--- src/rtl/fdc_pkg.sv ---
// ----------------------------------------------------------------------------
// fdc_pkg: shared types, constants and CRC functions
// Frame layout positions, status codes, result record and the parallel
// CRC-32/MPEG-2 word update used by the frame decoder.
// ----------------------------------------------------------------------------
package fdc_pkg;

    localparam logic [31:0] CRC_POLY = 32'h04C1_1DB7;
    localparam logic [31:0] CRC_INIT = 32'hFFFF_FFFF;

    // Byte positions within a 14-byte frame.
    typedef logic [3:0] pos_t;
    localparam pos_t POS_HEADER = 4'd0;
    localparam pos_t POS_FW1_B0 = 4'd1;
    localparam pos_t POS_FW1_B1 = 4'd2;
    localparam pos_t POS_FW2_B0 = 4'd3;
    localparam pos_t POS_FW2_B1 = 4'd4;
    localparam pos_t POS_FW2_B2 = 4'd5;
    localparam pos_t POS_PL_B0  = 4'd6;
    localparam pos_t POS_PL_B1  = 4'd7;
    localparam pos_t POS_PL_B2  = 4'd8;
    localparam pos_t POS_PL_B3  = 4'd9;
    localparam pos_t POS_CRC_B0 = 4'd10;
    localparam pos_t POS_CRC_B1 = 4'd11;
    localparam pos_t POS_CRC_B2 = 4'd12;
    localparam pos_t POS_CRC_B3 = 4'd13;

    typedef logic [1:0] status_t;
    localparam status_t STATUS_OK      = 2'd0;
    localparam status_t STATUS_CRC_ERR = 2'd1;
    localparam status_t STATUS_HDR_ERR = 2'd2;

    typedef struct packed {
        logic [7:0] rx_byte;
        logic       frame_start;
    } rx_item_t;

    typedef struct packed {
        status_t     status;
        logic [4:0]  destination;
        logic [1:0]  priority_res;
        logic [3:0]  action;
        logic [4:0]  source;
        logic [5:0]  device_kind;
        logic [5:0]  device_number;
        logic [3:0]  data_kind;
        logic [7:0]  operation_code;
        logic [31:0] payload;
    } result_t;

    typedef logic [31:0][31:0] crc_mask_t;

    // Thirty-two serial shifts of the register; only used to build the
    // constant matrix below at elaboration.
    function automatic logic [31:0] crc_shift32(input logic [31:0] v);
        logic [31:0] c;
        c = v;
        for (int k = 0; k < 32; k++)
        begin
            c = {c[30:0], 1'b0} ^ (c[31] ? CRC_POLY : 32'h0);
        end
        return c;
    endfunction

    // Row i holds the input bits whose parity gives result bit i.
    function automatic crc_mask_t crc_build_masks();
        crc_mask_t   m;
        logic [31:0] col;
        m = '0;
        for (int j = 0; j < 32; j++)
        begin
            col = crc_shift32(32'h1 << j);
            for (int i = 0; i < 32; i++)
            begin
                m[i][j] = col[i];
            end
        end
        return m;
    endfunction

    localparam crc_mask_t CRC_MASK = crc_build_masks();

    // One 32-bit word fed MSB first, as a flat XOR network.
    function automatic logic [31:0] crc_word(input logic [31:0] crc,
                                             input logic [31:0] word);
        logic [31:0] x;
        logic [31:0] r;
        x = crc ^ word;
        for (int i = 0; i < 32; i++)
        begin
            r[i] = ^(x & CRC_MASK[i]);
        end
        return r;
    endfunction

endpackage

--- src/rtl/fdc_channels.sv ---
// ----------------------------------------------------------------------------
// fdc_channels: handshake channels of the frame decoder
// Received byte channel, result channel and configuration write channel.
// ----------------------------------------------------------------------------
interface fdc_rx_if;
    logic       valid;
    logic       ready;
    logic [7:0] rx_byte;
    logic       frame_start;

    modport source (output valid, output rx_byte, output frame_start, input ready);
    modport sink   (input valid, input rx_byte, input frame_start, output ready);
endinterface

interface fdc_res_if;
    logic        valid;
    logic        ready;
    logic [1:0]  status;
    logic [4:0]  destination;
    logic [1:0]  priority_res;
    logic [3:0]  action;
    logic [4:0]  source_addr;
    logic [5:0]  device_kind;
    logic [5:0]  device_number;
    logic [3:0]  data_kind;
    logic [7:0]  operation_code;
    logic [31:0] payload;

    modport source (output valid, input ready, output status, output destination,
                    output priority_res, output action, output source_addr,
                    output device_kind, output device_number, output data_kind,
                    output operation_code, output payload);
    modport sink   (input valid, output ready, input status, input destination,
                    input priority_res, input action, input source_addr,
                    input device_kind, input device_number, input data_kind,
                    input operation_code, input payload);
endinterface

interface fdc_cfg_if;
    logic       valid;
    logic       ready;
    logic [7:0] data;

    modport source (output valid, output data, input ready);
    modport sink   (input valid, input data, output ready);
endinterface

--- src/rtl/fdc_in_stage.sv ---
// ----------------------------------------------------------------------------
// fdc_in_stage: input register
// Holds one received byte and its frame start flag until the frame core
// takes it; a new byte is taken in the same cycle the held one moves on.
// ----------------------------------------------------------------------------
module fdc_in_stage
(
    input  logic              clk,
    input  logic              rst_n,
    fdc_rx_if.sink            rx,
    input  logic              s1_take,
    output logic              s1_valid,
    output fdc_pkg::rx_item_t s1_item
);

    logic              valid_reg;
    fdc_pkg::rx_item_t item_reg;

    assign rx.ready = !valid_reg || s1_take;
    assign s1_valid = valid_reg;
    assign s1_item  = item_reg;

    always_ff @(posedge clk or negedge rst_n)
    begin
        if (!rst_n)
        begin
            valid_reg <= 1'b0;
        end
        else if (rx.valid && rx.ready)
        begin
            valid_reg <= 1'b1;
        end
        else if (s1_take)
        begin
            valid_reg <= 1'b0;
        end
    end

    always_ff @(posedge clk)
    begin
        if (rx.valid && rx.ready)
        begin
            item_reg.rx_byte     <= rx.rx_byte;
            item_reg.frame_start <= rx.frame_start;
        end
    end

endmodule

--- src/rtl/fdc_frame_core.sv ---
// ----------------------------------------------------------------------------
// fdc_frame_core: frame assembly, CRC update and result register
// Tracks the byte position, gathers the header, field words, payload and
// received CRC, runs the word-wide CRC and registers the frame result.
// ----------------------------------------------------------------------------
module fdc_frame_core
(
    input  logic              clk,
    input  logic              rst_n,
    input  logic              s1_valid,
    input  fdc_pkg::rx_item_t s1_item,
    input  logic [7:0]        expected_header,
    output logic              s1_take,
    fdc_res_if.source         res
);

    fdc_pkg::pos_t    count_reg, count_next;
    logic [31:0]      crc_reg, crc_next;
    logic [7:0]       header_reg, header_next;
    logic [15:0]      fw1_reg, fw1_next;
    logic [23:0]      fw2_reg, fw2_next;
    logic [31:0]      payload_reg, payload_next;
    logic [23:0]      rxcrc_reg, rxcrc_next;
    logic             res_valid_reg;
    fdc_pkg::result_t res_reg, res_next;

    fdc_pkg::pos_t    pos;
    logic [7:0]       b;
    logic             is_last;
    logic [31:0]      rx_crc;

    assign b = s1_item.rx_byte;

    always_comb
    begin
        if (s1_item.frame_start || (count_reg > fdc_pkg::POS_CRC_B3))
        begin
            pos = fdc_pkg::POS_HEADER;
        end
        else
        begin
            pos = count_reg;
        end
    end

    assign is_last = (pos == fdc_pkg::POS_CRC_B3);
    // The last byte of a frame needs room in the result register.
    assign s1_take = s1_valid && (!is_last || !res_valid_reg || res.ready);

    always_comb
    begin
        crc_next     = crc_reg;
        header_next  = header_reg;
        fw1_next     = fw1_reg;
        fw2_next     = fw2_reg;
        payload_next = payload_reg;
        rxcrc_next   = rxcrc_reg;
        unique case (pos)
            fdc_pkg::POS_HEADER:
            begin
                crc_next    = fdc_pkg::CRC_INIT;
                header_next = b;
            end
            fdc_pkg::POS_FW1_B0: fw1_next[7:0]  = b;
            fdc_pkg::POS_FW1_B1: fw1_next[15:8] = b;
            fdc_pkg::POS_FW2_B0:
            begin
                fw2_next = {16'h0, b};
                crc_next = fdc_pkg::crc_word(crc_reg, {b, fw1_reg, header_reg});
            end
            fdc_pkg::POS_FW2_B1: fw2_next[15:8]  = b;
            fdc_pkg::POS_FW2_B2: fw2_next[23:16] = b;
            fdc_pkg::POS_PL_B0:  payload_next    = {24'h0, b};
            fdc_pkg::POS_PL_B1:
            begin
                payload_next[15:8] = b;
                crc_next = fdc_pkg::crc_word(crc_reg,
                                             {b, payload_reg[7:0], fw2_reg[23:8]});
            end
            fdc_pkg::POS_PL_B2:  payload_next[23:16] = b;
            fdc_pkg::POS_PL_B3:
            begin
                payload_next[31:24] = b;
                // The last body word carries two bytes with its top half zero.
                crc_next = fdc_pkg::crc_word(crc_reg, {16'h0, b, payload_reg[23:16]});
            end
            fdc_pkg::POS_CRC_B0: rxcrc_next        = {16'h0, b};
            fdc_pkg::POS_CRC_B1: rxcrc_next[15:8]  = b;
            fdc_pkg::POS_CRC_B2: rxcrc_next[23:16] = b;
            fdc_pkg::POS_CRC_B3: crc_next          = fdc_pkg::CRC_INIT;
            default:
            begin
            end
        endcase
    end

    assign count_next = is_last ? fdc_pkg::POS_HEADER : (pos + 4'd1);
    assign rx_crc     = {b, rxcrc_reg};

    always_comb
    begin
        res_next = '0;
        if (rx_crc != crc_reg)
        begin
            res_next.status = fdc_pkg::STATUS_CRC_ERR;
        end
        else if (header_reg != expected_header)
        begin
            res_next.status = fdc_pkg::STATUS_HDR_ERR;
        end
        else
        begin
            res_next.status         = fdc_pkg::STATUS_OK;
            res_next.destination    = fw1_reg[4:0];
            res_next.priority_res   = fw1_reg[6:5];
            res_next.action         = fw1_reg[10:7];
            res_next.source         = fw1_reg[15:11];
            res_next.device_kind    = fw2_reg[5:0];
            res_next.device_number  = fw2_reg[11:6];
            res_next.data_kind      = fw2_reg[15:12];
            res_next.operation_code = fw2_reg[23:16];
            res_next.payload        = payload_reg;
        end
    end

    always_ff @(posedge clk or negedge rst_n)
    begin
        if (!rst_n)
        begin
            count_reg     <= fdc_pkg::POS_HEADER;
            crc_reg       <= fdc_pkg::CRC_INIT;
            res_valid_reg <= 1'b0;
        end
        else
        begin
            if (s1_take)
            begin
                count_reg <= count_next;
                crc_reg   <= crc_next;
            end
            if (s1_take && is_last)
            begin
                res_valid_reg <= 1'b1;
            end
            else if (res.ready)
            begin
                res_valid_reg <= 1'b0;
            end
        end
    end

    always_ff @(posedge clk)
    begin
        if (s1_take)
        begin
            header_reg  <= header_next;
            fw1_reg     <= fw1_next;
            fw2_reg     <= fw2_next;
            payload_reg <= payload_next;
            rxcrc_reg   <= rxcrc_next;
        end
        if (s1_take && is_last)
        begin
            res_reg <= res_next;
        end
    end

    assign res.valid          = res_valid_reg;
    assign res.status         = res_reg.status;
    assign res.destination    = res_reg.destination;
    assign res.priority_res   = res_reg.priority_res;
    assign res.action         = res_reg.action;
    assign res.source_addr    = res_reg.source;
    assign res.device_kind    = res_reg.device_kind;
    assign res.device_number  = res_reg.device_number;
    assign res.data_kind      = res_reg.data_kind;
    assign res.operation_code = res_reg.operation_code;
    assign res.payload        = res_reg.payload;

    a_count_range: assert property (@(posedge clk) disable iff (!rst_n)
        count_reg <= fdc_pkg::POS_CRC_B3)
        else $error("byte position beyond the last frame byte");

    a_last_gives_result: assert property (@(posedge clk) disable iff (!rst_n)
        (s1_take && is_last) |=> (res_valid_reg && (count_reg == fdc_pkg::POS_HEADER)))
        else $error("last frame byte did not produce a result");

    a_error_clears_fields: assert property (@(posedge clk) disable iff (!rst_n)
        (res_valid_reg && (res_reg.status != fdc_pkg::STATUS_OK))
        |-> ((res_reg.payload == 32'h0) && (res_reg.destination == 5'h0)
             && (res_reg.operation_code == 8'h0)))
        else $error("error result carries non-zero fields");

    a_status_code: assert property (@(posedge clk) disable iff (!rst_n)
        res_valid_reg |-> ((res_reg.status == fdc_pkg::STATUS_OK)
                           || (res_reg.status == fdc_pkg::STATUS_CRC_ERR)
                           || (res_reg.status == fdc_pkg::STATUS_HDR_ERR)))
        else $error("undefined status code in result");

endmodule

--- src/rtl/frame_decoder_crc32_check_unit.sv ---
// A frame's result is registered when its byte 13 passes from the input register to the frame core.
// Throughput: one byte per cycle while no held result stalls, set by the word-wide CRC step between registers.
// A stalled result holds back only the last byte of the following frame.
// Reset (rst_n, asynchronous, active low) clears the byte position, the CRC,
// the valid flags and expected_header; no clearing pass is needed.
// ----------------------------------------------------------------------------
// frame_decoder_crc32_check_unit: frame receiver with CRC-32/MPEG-2 check
// Takes 14-byte frames one byte per transfer, checks CRC and header and
// returns a status for each frame, with the decoded fields when both checks pass.
// ----------------------------------------------------------------------------
module frame_decoder_crc32_check_unit
(
    input  logic      clk,
    input  logic      rst_n,
    fdc_rx_if.sink    rx,
    fdc_res_if.source res,
    fdc_cfg_if.sink   cfg
);

    logic              s1_valid;
    logic              s1_take;
    fdc_pkg::rx_item_t s1_item;
    logic [7:0]        expected_header_reg;

    assign cfg.ready = 1'b1;

    always_ff @(posedge clk or negedge rst_n)
    begin
        if (!rst_n)
        begin
            expected_header_reg <= 8'h00;
        end
        else if (cfg.valid && cfg.ready)
        begin
            expected_header_reg <= cfg.data;
        end
    end

    fdc_in_stage u_in_stage
    (
        .clk      (clk),
        .rst_n    (rst_n),
        .rx       (rx),
        .s1_take  (s1_take),
        .s1_valid (s1_valid),
        .s1_item  (s1_item)
    );

    fdc_frame_core u_frame_core
    (
        .clk             (clk),
        .rst_n           (rst_n),
        .s1_valid        (s1_valid),
        .s1_item         (s1_item),
        .expected_header (expected_header_reg),
        .s1_take         (s1_take),
        .res             (res)
    );

endmodule

--- src/flat_wrapper.sv ---
// flat-port wrapper written by rule: the top's interface ports become plain ports
module frame_decoder_crc32_check_unit_flat 
  (clk, rst_n, rx_valid, rx_rx_byte, rx_frame_start, rx_ready, res_valid, res_ready, res_status, res_destination, res_priority_res, res_action, res_source_addr, res_device_kind, res_device_number, res_data_kind, res_operation_code, res_payload, cfg_valid, cfg_data, cfg_ready);
  fdc_rx_if rx_i ();
  fdc_res_if res_i ();
  fdc_cfg_if cfg_i ();
  input  logic clk;
  input  logic rst_n;
  input wire logic [$bits(rx_i.valid)-1:0] rx_valid;
  input wire logic [$bits(rx_i.rx_byte)-1:0] rx_rx_byte;
  input wire logic [$bits(rx_i.frame_start)-1:0] rx_frame_start;
  output wire logic [$bits(rx_i.ready)-1:0] rx_ready;
  output wire logic [$bits(res_i.valid)-1:0] res_valid;
  input wire logic [$bits(res_i.ready)-1:0] res_ready;
  output wire logic [$bits(res_i.status)-1:0] res_status;
  output wire logic [$bits(res_i.destination)-1:0] res_destination;
  output wire logic [$bits(res_i.priority_res)-1:0] res_priority_res;
  output wire logic [$bits(res_i.action)-1:0] res_action;
  output wire logic [$bits(res_i.source_addr)-1:0] res_source_addr;
  output wire logic [$bits(res_i.device_kind)-1:0] res_device_kind;
  output wire logic [$bits(res_i.device_number)-1:0] res_device_number;
  output wire logic [$bits(res_i.data_kind)-1:0] res_data_kind;
  output wire logic [$bits(res_i.operation_code)-1:0] res_operation_code;
  output wire logic [$bits(res_i.payload)-1:0] res_payload;
  input wire logic [$bits(cfg_i.valid)-1:0] cfg_valid;
  input wire logic [$bits(cfg_i.data)-1:0] cfg_data;
  output wire logic [$bits(cfg_i.ready)-1:0] cfg_ready;
  assign rx_i.valid = rx_valid;
  assign rx_i.rx_byte = rx_rx_byte;
  assign rx_i.frame_start = rx_frame_start;
  assign rx_ready = rx_i.ready;
  assign res_valid = res_i.valid;
  assign res_i.ready = res_ready;
  assign res_status = res_i.status;
  assign res_destination = res_i.destination;
  assign res_priority_res = res_i.priority_res;
  assign res_action = res_i.action;
  assign res_source_addr = res_i.source_addr;
  assign res_device_kind = res_i.device_kind;
  assign res_device_number = res_i.device_number;
  assign res_data_kind = res_i.data_kind;
  assign res_operation_code = res_i.operation_code;
  assign res_payload = res_i.payload;
  assign cfg_i.valid = cfg_valid;
  assign cfg_i.data = cfg_data;
  assign cfg_ready = cfg_i.ready;
  frame_decoder_crc32_check_unit u_core (.clk(clk), .rst_n(rst_n), .rx(rx_i), .res(res_i), .cfg(cfg_i));
endmodule
--- config.mk ---
export PLATFORM = sky130hd
export DESIGN_NAME = frame_decoder_crc32_check_unit_flat
export DESIGN_NICKNAME = d
export VERILOG_FILES = /design/src/rtl/fdc_pkg.sv /design/src/rtl/fdc_channels.sv /design/src/rtl/fdc_in_stage.sv /design/src/rtl/fdc_frame_core.sv /design/src/rtl/frame_decoder_crc32_check_unit.sv /design/src/flat_wrapper.sv
export SDC_FILE = /design/constraint.sdc
export NUM_CORES = 1
export LEC_CHECK = 0
export BUFFER_PORTS_ARGS = -buffer_cell sky130_fd_sc_hd__buf_2
export CORE_MARGIN = 2
export CORE_UTILIZATION = 40
export DETAILED_ROUTE_END_ITERATION = 10
export GPL_ROUTABILITY_DRIVEN = 0
export GPL_TIMING_DRIVEN = 0
export PLACE_DENSITY = 0.59
export SYNTH_ARGS = -nofsm -noshare
export SYNTH_HDL_FRONTEND = slang
export SYNTH_HIERARCHICAL = 1
export SYNTH_SLANG_ARGS = --single-unit
--- constraint.sdc ---
create_clock -name clk -period 9 [get_ports clk]
set_input_delay 0.45 -clock clk [delete_from_list [all_inputs] [get_ports clk]]
set_output_delay 0.45 -clock clk [all_outputs]
set_load 0.05 [all_outputs]
==> results <==
- The kind of path behind the tightest hold check is primary input to register.
- The setup check on the worst reg-to-reg path leaves a slack of 4.46 ns.
- The total number of yosys warnings is 6.
- The max-capacitance violation count is 0.
- For the worst setup path, the data required time is 9.47 ns.
- After detailed routing, the number of vias per cell comes to 5.258.
- The tree is rooted in a clkbuf_16.
- STA puts the critical path data arrival time at 5.01 ns.
- The routed design uses 25190 um of met2 wire.
- Setup violations remaining at the end of the flow were counted as 0.
- STA classifies the critical path endpoint as a register.
- The number of library cell types mapped by synthesis is 60.
- The worst hold path terminates at u_core/u_in_stage/s1_item[8].
- The slowest stage cell on the critical path is xnor2_2.
- In the global route stage, overall resource usage came out at 0.2458.
- In this run, synthesis inferred 187 flip-flops with an integrated enable.
- The number of global-route vias before repair came to 11.24k.
- The post-layout minimum cycle time is 4.540 ns.
- Buffers inserted during clock tree synthesis total 25.
- The number of fill cells is 3969.
- The initial antenna violation count is 2.
- The synthesized area is 17630 sq um.
- After synthesis, the share of flip-flops with an asynchronous set or reset is 0.1974.
- The first global-routing pass estimated 80880 um of wire.
- The number of buffers and inverters on the critical path is 2.
- The pin count of the biggest net entering global routing is 75.
- Setup repair after global routing left no endpoint under its margin.
- The residual overflow from global routing is 0.
- In this run the critical register-to-register path is captured at u_core/u_frame_core/crc_reg[27].
- The final hold violation count is 0.
- In this design, the stage delay of the slowest critical-path cell is 0.67 ns.
- The clock arrives with 0.01047 ns of skew.
- The critical path is of the register to register type.
- Clock-pin slew was measured on the worst setup and hold paths at 0.06 ns.
- The share of synthesized area in the top cell type comes to 0.3184.
- The die boundary width is 214.0 um.
- In this run the deepest clock path goes through 3 buffers.
- The total clock sinks is 233.
- In this run the top signal layer used is met4.
- The most common flop cell mapped by yosys is edfxtp_1.
- edfxtp_1 takes more of the synthesized area than any other cell.
- The area of the core is 43270 sq um.
- In this run the remaining antenna-violating nets after routing total 0.
- In the final timing run, aggregate negative setup slack is 0 ns.
- The number of I/O port buffers is 96.
- Of all nets on the critical path, the largest fanout is 10.
- The pre-antenna-repair detailed-routing pass consisted of 5 iterations.
- Clock latency on the worst-skew pair, taken at its later pin, is 0.55 ns.
- The I/O pin count is 99.
- The row count is 76.
- The worst register-to-register path begins at u_core/u_in_stage/s1_item[4].
- The average instance in the mapped netlist occupies 12.57 sq um.
- For this run, the top clock speed supported by timing is 220.2 MHz.
- In the detailed route, the total length drawn on met3 is 4978 um.
- The H-tree depth is 1.
- The starting density of the core is 0.4076.
- The register area is 6807 sq um.
- Measured against its own limit, the worst slew margin works out to 0.1330.
- In this design, the largest share of critical-path delay is due to XOR/XNOR gates.
- Once the clock tree was built, the resizer swapped 0 gates to a different size.
- The share of final-layout standard cells stronger than drive strength 1 is 0.1990.
- The number of DRC violations after detailed-routing iteration 0 is 1147.
- After clock tree synthesis, the flow added hold-fix buffers numbering 0.
- TritonCTS built the clock tree.
- The total number of vias is 11.23k.
- By area the synthesized netlist is led by edfxtp_1 (32%), xnor2_1 (22%), xnor3_1 (8.4%), xor2_1 (6.1%), dfstp_2 (4.8%).
- For the pin with the worst max-slew slack, the measured transition is 1.291 ns.
- For this run, the post-layout net count is 1555.
- Walking the worst path, the cells encountered are buf_2, xnor2_2, ha_1, clkbuf_1, xnor2_1, xnor3_1, xnor2_1, xnor3_1, o22ai_1, a211oi_1, o21ai_0.
- The number of buffers inserted by post-CTS setup repair is 0.
- The HPWL after detailed placement is 43280 um.
- The critical hold path startpoint is rx_rx_byte[7].
- The worst register-to-register path has a depth of 11.
- The share of the clock period used by the worst path is 0.5045.
- The portion of the post-synthesis area used by sequential elements is 0.3860.
- The gate count of the mapped netlist is 1403.
- The run finished with clean final reports.
- The area of the die is 45780 sq um.
- The count of cells along the worst hold path is 1.
- The most common cell in the synthesized netlist is xnor2_1.
- The remaining design rule violation count is 0.
- The combined area of the multi-input logic cells is 10390 sq um.
- The total wirelength of the detailed-routed design is 56830 um.
- The count of final max-slew check failures came to 0.
- By count the netlist is led by xnor2_1 (447), edfxtp_1 (187), and2_1 (128).
- The startpoint class of the critical path is a register.
- The floorplan die height is 214.0 um.
- The post-detailed-route wirelength per cell is 26.62 um.
- The synthesis-stage register bit count is 233.
- The number of nets in the synthesized netlist is 1429.
- The area growth from synthesis to layout is 11.75%.
- The length of routed wiring on met1 is 24290 um.
[routing by layer]
| metal | global-route usage | up-vias |
|---|---|---|
| li1 | - | 4943 |
| met1 | 0.3457 | 5619 |
| met2 | 0.3758 | 554 |
| met3 | 0.04956 | 110 |
| met4 | 0.08928 | 0 |
| met5 | 0 | - |
[logic make-up after synthesis]
group,count (synthesis),synth area share
simple gates,252,0.07819
mux,8,0.006812
flops,233,0.3860
buf+inv,84,0.02590
compound gates,102,0.03860
fa+ha+maj,4,0.002838
other cells,1,0.0002127
xor+xnor,719,0.4615
[worst reg2reg max path, cell delays in order (launching register included)]
cell      delay (ns)
edfxtp_1        0.56
buf_2           0.38
xnor2_2         0.69
ha_1            0.35
clkbuf_1        0.21
xnor2_1         0.66
xnor3_1         0.46
xnor2_1         0.23
xnor3_1         0.48
o22ai_1         0.18
a211oi_1        0.07
o21ai_0         0.20
[how the worst max path moves through the flow]
stage / startpoint / endpoint / slack, ns / depth (start not counted)
floorplan: u_core/u_in_stage/s1_item[4] / u_core/u_frame_core/crc_reg[27] / 5.85 / 11
global placement: u_core/u_in_stage/s1_item[4] / u_core/u_frame_core/res.payload[31] / 4.07 / 9
detailed placement: u_core/u_in_stage/s1_item[4] / u_core/u_frame_core/res.destination[1] / 4.08 / 9
CTS: u_core/u_in_stage/s1_item[4] / u_core/u_frame_core/res.payload[31] / 4.07 / 9
global route: u_core/u_in_stage/s1_item[4] / u_core/u_frame_core/res.payload[31] / 4.35 / 9
finish: u_core/u_in_stage/s1_item[4] / u_core/u_frame_core/crc_reg[27] / 4.46 / 11
[layout by cell type (no fill, tap or decap), types with 7 or more instances in the layout]
cell type and n:
clkbuf_1 40, clkbuf_16 25, o21ai_0 13, xnor2_4 21, buf_2 113, xor2_1 123
o22ai_1 18, and2_1 128, nor3_1 12, xnor2_2 47, o31ai_1 7, xnor2_1 447
nand2_1 33, nor2_1 43, edfxtp_1 187, nand4_1 7, o21ai_1 8, xnor3_1 66
xor2_2 7, mux2_4 8, buf_4 22, a21oi_1 16, dfstp_2 32, dfrtp_1 14
[through the flow]
stage | cell area [sq um] | setup slack (ns) | util | instances | hold slack, ns
final | 19710 | 4.460 | 0.4555 | 2135 | 0.07558
after global routing | 19700 | 4.352 | 0.4554 | 2133 | 0.06128
after CTS | 19690 | 4.073 | 0.4551 | 2132 | 0.05807
after detailed placement | 18880 | 4.080 | 0.4363 | 2086 | 0.5032
after global placement | 18850 | 4.069 | 0.4356 | 2084 | 0.5031
after floorplan | 17630 | 5.846 | - | 1403 | 0.1544
[area by class of cell]
type / instances / area share
Antenna cell: 2 / 0.0002540
Buffer: 76 / 0.02165
Clock buffer: 35 / 0.03467
Clock inverter: 11 / 0.006667
Inverter: 8 / 0.001651
Multi-Input combinational cell: 1086 / 0.5272
Sequential cell: 233 / 0.3454
Tap cell: 585 / 0.03714
Timing Repair Buffer: 99 / 0.02540
Power is left out: the tool's default activity adds up to more than one toggle a clock period on the data nets, which glitch-free logic cannot reach.
